==> config.mk <==
export PLATFORM = sky130hd
export DESIGN_NAME = isort_cell
export DESIGN_NICKNAME = d
export VERILOG_FILES = /design/src/insertion_sort_engine_defines.svh /design/src/isort_pkg.sv /design/src/isort_cell.sv
export SDC_FILE = /design/constraint.sdc
export NUM_CORES = 1
export LEC_CHECK = 0
export BUFFER_PORTS_ARGS = -buffer_cell sky130_fd_sc_hd__buf_2
export CAP_MARGIN = 10
export CORE_UTILIZATION = 42
export CTS_CLUSTER_DIAMETER = 120
export DETAILED_ROUTE_END_ITERATION = 8
export PLACE_DENSITY = 0.83
export SLEW_MARGIN = 25
export SYNTH_ARGS = -nofsm -noshare
export SYNTH_HDL_FRONTEND = slang
export SYNTH_SLANG_ARGS = --single-unit
export TNS_END_PERCENT = 30
==> constraint.sdc <==
create_clock -name clk -period 4.1 [get_ports clk]
set_input_delay 0.82 -clock clk [delete_from_list [all_inputs] [get_ports clk]]
set_output_delay 0.82 -clock clk [all_outputs]
set_load 0.02 [all_outputs]
==> src/insertion_sort_engine_defines.svh <==
// Assertion macros shared by the insertion sort engine.
`ifndef INSERTION_SORT_ENGINE_DEFINES_SVH
`define INSERTION_SORT_ENGINE_DEFINES_SVH

// The consequent must hold in the same cycle as the antecedent.
`define ISE_ASSERT_SAME(lbl, ant, cons) \
  lbl: assert property (@(posedge clk) disable iff (rst) (ant) |-> (cons)) \
    else $error("insertion sort engine: same-cycle check failed");

// The consequent must hold in the cycle after the antecedent.
`define ISE_ASSERT_NEXT(lbl, ant, cons) \
  lbl: assert property (@(posedge clk) disable iff (rst) (ant) |=> (cons)) \
    else $error("insertion sort engine: next-cycle check failed");

`endif

==> src/isort_pkg.sv <==
// Package with the shared constants and control types of the insertion sort engine.
`timescale 1ns / 1ps

package isort_pkg;

  localparam int unsigned ISORT_DEPTH     = 64;
  localparam int unsigned ISORT_KEY_WIDTH = 16;
  localparam int unsigned ISORT_ID_WIDTH  = 16;

  typedef struct packed {
    logic ins;
    logic shift;
  } isort_ctl_t;

endpackage

==> src/isort_cell.sv <==
// One cell of the sorting chain, holding a single record and its valid bit.
`timescale 1ns / 1ps

module isort_cell #(
  parameter int unsigned KEY_WIDTH = 16,
  parameter int unsigned ID_WIDTH  = 16
) (
  input  logic                   clk,
  input  logic                   rst,
  input  isort_pkg::isort_ctl_t  ctl,
  input  logic [KEY_WIDTH-1:0]   new_key,
  input  logic [ID_WIDTH-1:0]    new_id,
  input  logic                   left_valid,
  input  logic                   left_take,
  input  logic [KEY_WIDTH-1:0]   left_key,
  input  logic [ID_WIDTH-1:0]    left_id,
  input  logic                   right_valid,
  input  logic [KEY_WIDTH-1:0]   right_key,
  input  logic [ID_WIDTH-1:0]    right_id,
  output logic                   take,
  output logic                   valid,
  output logic [KEY_WIDTH-1:0]   key,
  output logic [ID_WIDTH-1:0]    id
);
  import isort_pkg::*;

  // The new record belongs at or before this slot when the slot is empty
  // or holds a strictly greater key, which keeps equal keys in arrival order.
  assign take = !valid || (new_key < key);

  // An insertion grows the occupied run by one cell, so an empty cell fills
  // only when its left neighbor is occupied.
  always_ff @(posedge clk) begin
    if (rst) begin
      valid <= 1'b0;
    end else if (ctl.shift) begin
      valid <= right_valid;
    end else if (ctl.ins && take) begin
      valid <= valid || left_valid;
    end
  end

  always_ff @(posedge clk) begin
    if (ctl.shift) begin
      key <= right_key;
      id  <= right_id;
    end else if (ctl.ins && take) begin
      if (left_take) begin
        key <= left_key;
        id  <= left_id;
      end else begin
        key <= new_key;
        id  <= new_id;
      end
    end
  end

endmodule

==> flow_summary.ini <==
[clock_tree]
clock-sinks = 33
clk_pin_slew_worst_paths_ps = 60
clk_path_buf_depth = 2
cts_setup_buffers = 0
cts_root_buffer = clkbuf_8
cts_tree = done
cts-buffers-inserted = 5
clk_latency_ps = 280
ctsHoldBuffers = 0
cts.repair.resized = 0
htree_levels = 2

[critical_path]
cp-end-kind = output port
slowest_delay_ps = 320
r2r_slack_ps = 1730
crit_required_ps = 3280
reg2reg_depth = 7
critPathKind = input port to output port
worstPathArrival_ps = 2330
path_cells = buf_2, ha_1, a21o_1, a211o_4, o221a_1, o21ai_1, buf_2
cp_common_cell = buf_2
rr_startpoint = key[6]$_DFFE_PP_
reg2reg_to = id[7]$_DFFE_PP_
slowest_stage = a211o_4
cp_max_fo = 2
worstSetupStartpointType = input port

[worst_hold_path]
hold-path-endpoint = valid$_SDFFE_PP0P_
min_path_type = flop to flop
hold_depth = 4
hp-start = valid$_SDFFE_PP0P_

[detailed_routing]
drt_iter0_drc = 43
wirelength_mm = 4.92
vias = 1938
via_per_inst = 4.79
drt-pass1-iter-count = 4
wl_per_cell_um = 12.1
postRouteAntennaNets = 0
remaining_drc_errors = 0

[sta]
fmax_ghz = 0.318
layout_min_cycle_time_ps = 3150
skew_ps = 6.02
finalCritPeriodShare_pct = 76.8
setup_viol = 0
holdWs_ps = 673
tightest_slew_ps = 965
maxSlewViolCount = 0
rsz0062_at_grt = no
tns_ps = 0
slew_headroom_pct = 35.6
hold_viol_final = 0

[synthesis]
synth_most_common_cell = nand2_1
synth_edf_count = 32
ys.flop_type = edfxtp_1
avgSynthCellArea_um2 = 10.2
postSynthRegisterBits = 33
synth_fp_nets = 321
ys_seq_area_share_pct = 47.3
synth_area_leaders = edfxtp_1, mux2i_1, ha_1, o21ai_1, nand2_1
ys_warn_count = 0
synth_top_area_cell = edfxtp_1
ys_async_sr_fraction_pct = 0
yosysTopAreaCellShare_pct = 46.4
netlist_instances = 203
yosysUniqueCellTypes = 21
synthTopCellsByCount = nand2_1, o21ai_1, edfxtp_1, mux2i_1, inv_1
syn_area_um2 = 2070

[global_routing]
grt.total_usage_pct = 19.1
antenna_found_initial = 0
first_global_vias = 1792
gr-total-overflow = 0
grt_pass1_wl_mm = 7.61
grt_max_degree = 35

[layout]
postLayoutCoreUtil_pct = 61.4
drive_gt1_share_pct = 43.5
antenna_cells = 0
syn2layout_area_growth_pct = 39.9
final_nets = 455

[power_and_ir_drop]
max-vdd-ir-drop_uv = 175
powerDensity_nw_per_um2 = 326
p_leak_nw = 1.49

[floorplanning]
core_area_um2 = 4720
die_h_um = 72.2
fp.dieW_um = 72.2
rows = 25
die-area_um2 = 5220
initial_core_util_pct = 43.9
ios = 137

[job]
cap_violations = 0

[placed_design]
dp_hpwl_mm = 3.88
place_congestion = 0.737
port-buffer-count = 136

[run_status]
status = finished clean
[stage by stage]
stage               cells  power [mW]  worst slack, ps  area [µm²]
CTS                   405       0.958              953        2900
floorplan             203       0.608              345        2070
global placement      397       0.714              943        2820
detailed placement    397       0.724              953        2820
global route          405        1.01              880        2900
finish                405       0.945              953        2900
[worst max-delay path: cells and delay by family]
kind | cells | cell delay (ps)
AOI/OAI and AO/OA | 4 | 930
adders and majority gates | 1 | 290
buffers and inverters | 2 | 280
[flip-flops by register name, indices dropped and copies added, names as in the netlist]
register and count:
id 16, key 16, valid 1
[per-layer routing]
layer | GRT usage, % | wire length, µm | part of all wire (%) | vias to the layer above
met3 | 5.83 | 399 | 8.1 | 4
met1 | 21.0 | 2020 | 41 | 842
met4 | 6.10 | 36 | 0.73 | 0
li1 | - | - | - | 997
met5 | 0 | 0 | 0 | -
met2 | 35.1 | 2460 | 50 | 95
[logic make-up after synthesis]
group                    synth area share, %
AO/OA/AOI/OAI                           13.4
AND/OR/NAND/NOR                         9.66
flip-flops                              47.3
multiplexers                            15.5
buffers and inverters                   5.07
adder cells (fa/ha/maj)                 9.06
[area by class of cell]
type                            count  area [µm²]
Fill cell                         412        1830
Sequential cell                    33         981
Tap cell                           67        83.8
Clock buffer                        8        80.1
Multi-Input combinational cell    143         997
Inverter                           16        60.1
Timing Repair Buffer              138         696
[cells in the final DEF, fill, tap and decap left out, drive strengths merged]
master,count
a21oi,6
a21o,1
o21ai,36
mux2i,32
nand2b,1
ha,15
a2111oi,1
a211o,1
inv,16
nand4,1
nand2,36
o211ai,1
o2111ai,1
dfxtp,1
nor3,6
clkbuf,8
o221a,1
edfxtp,32
nor2,4
buf,138
[where the power goes]
part	leakage (nW)	internal [mW]	switching [mW]
Combinational	1.11	0.118	0.160
Sequential	0.343	0.420	0.0158
Clock	0.0395	0.121	0.111
Total	1.49	0.658	0.287
[worst max-delay path by stage]
stage	to	from	slack [ps]	depth (start not counted)
floorplan	id[0]$_DFFE_PP_	new_key[6]	340	5
global placement	take	new_key[6]	940	7
detailed placement	take	new_key[6]	950	7
CTS	take	new_key[6]	950	7
global route	take	new_key[6]	880	7
finish	take	new_key[6]	950	7
Power figures use the tool's default switching activity.
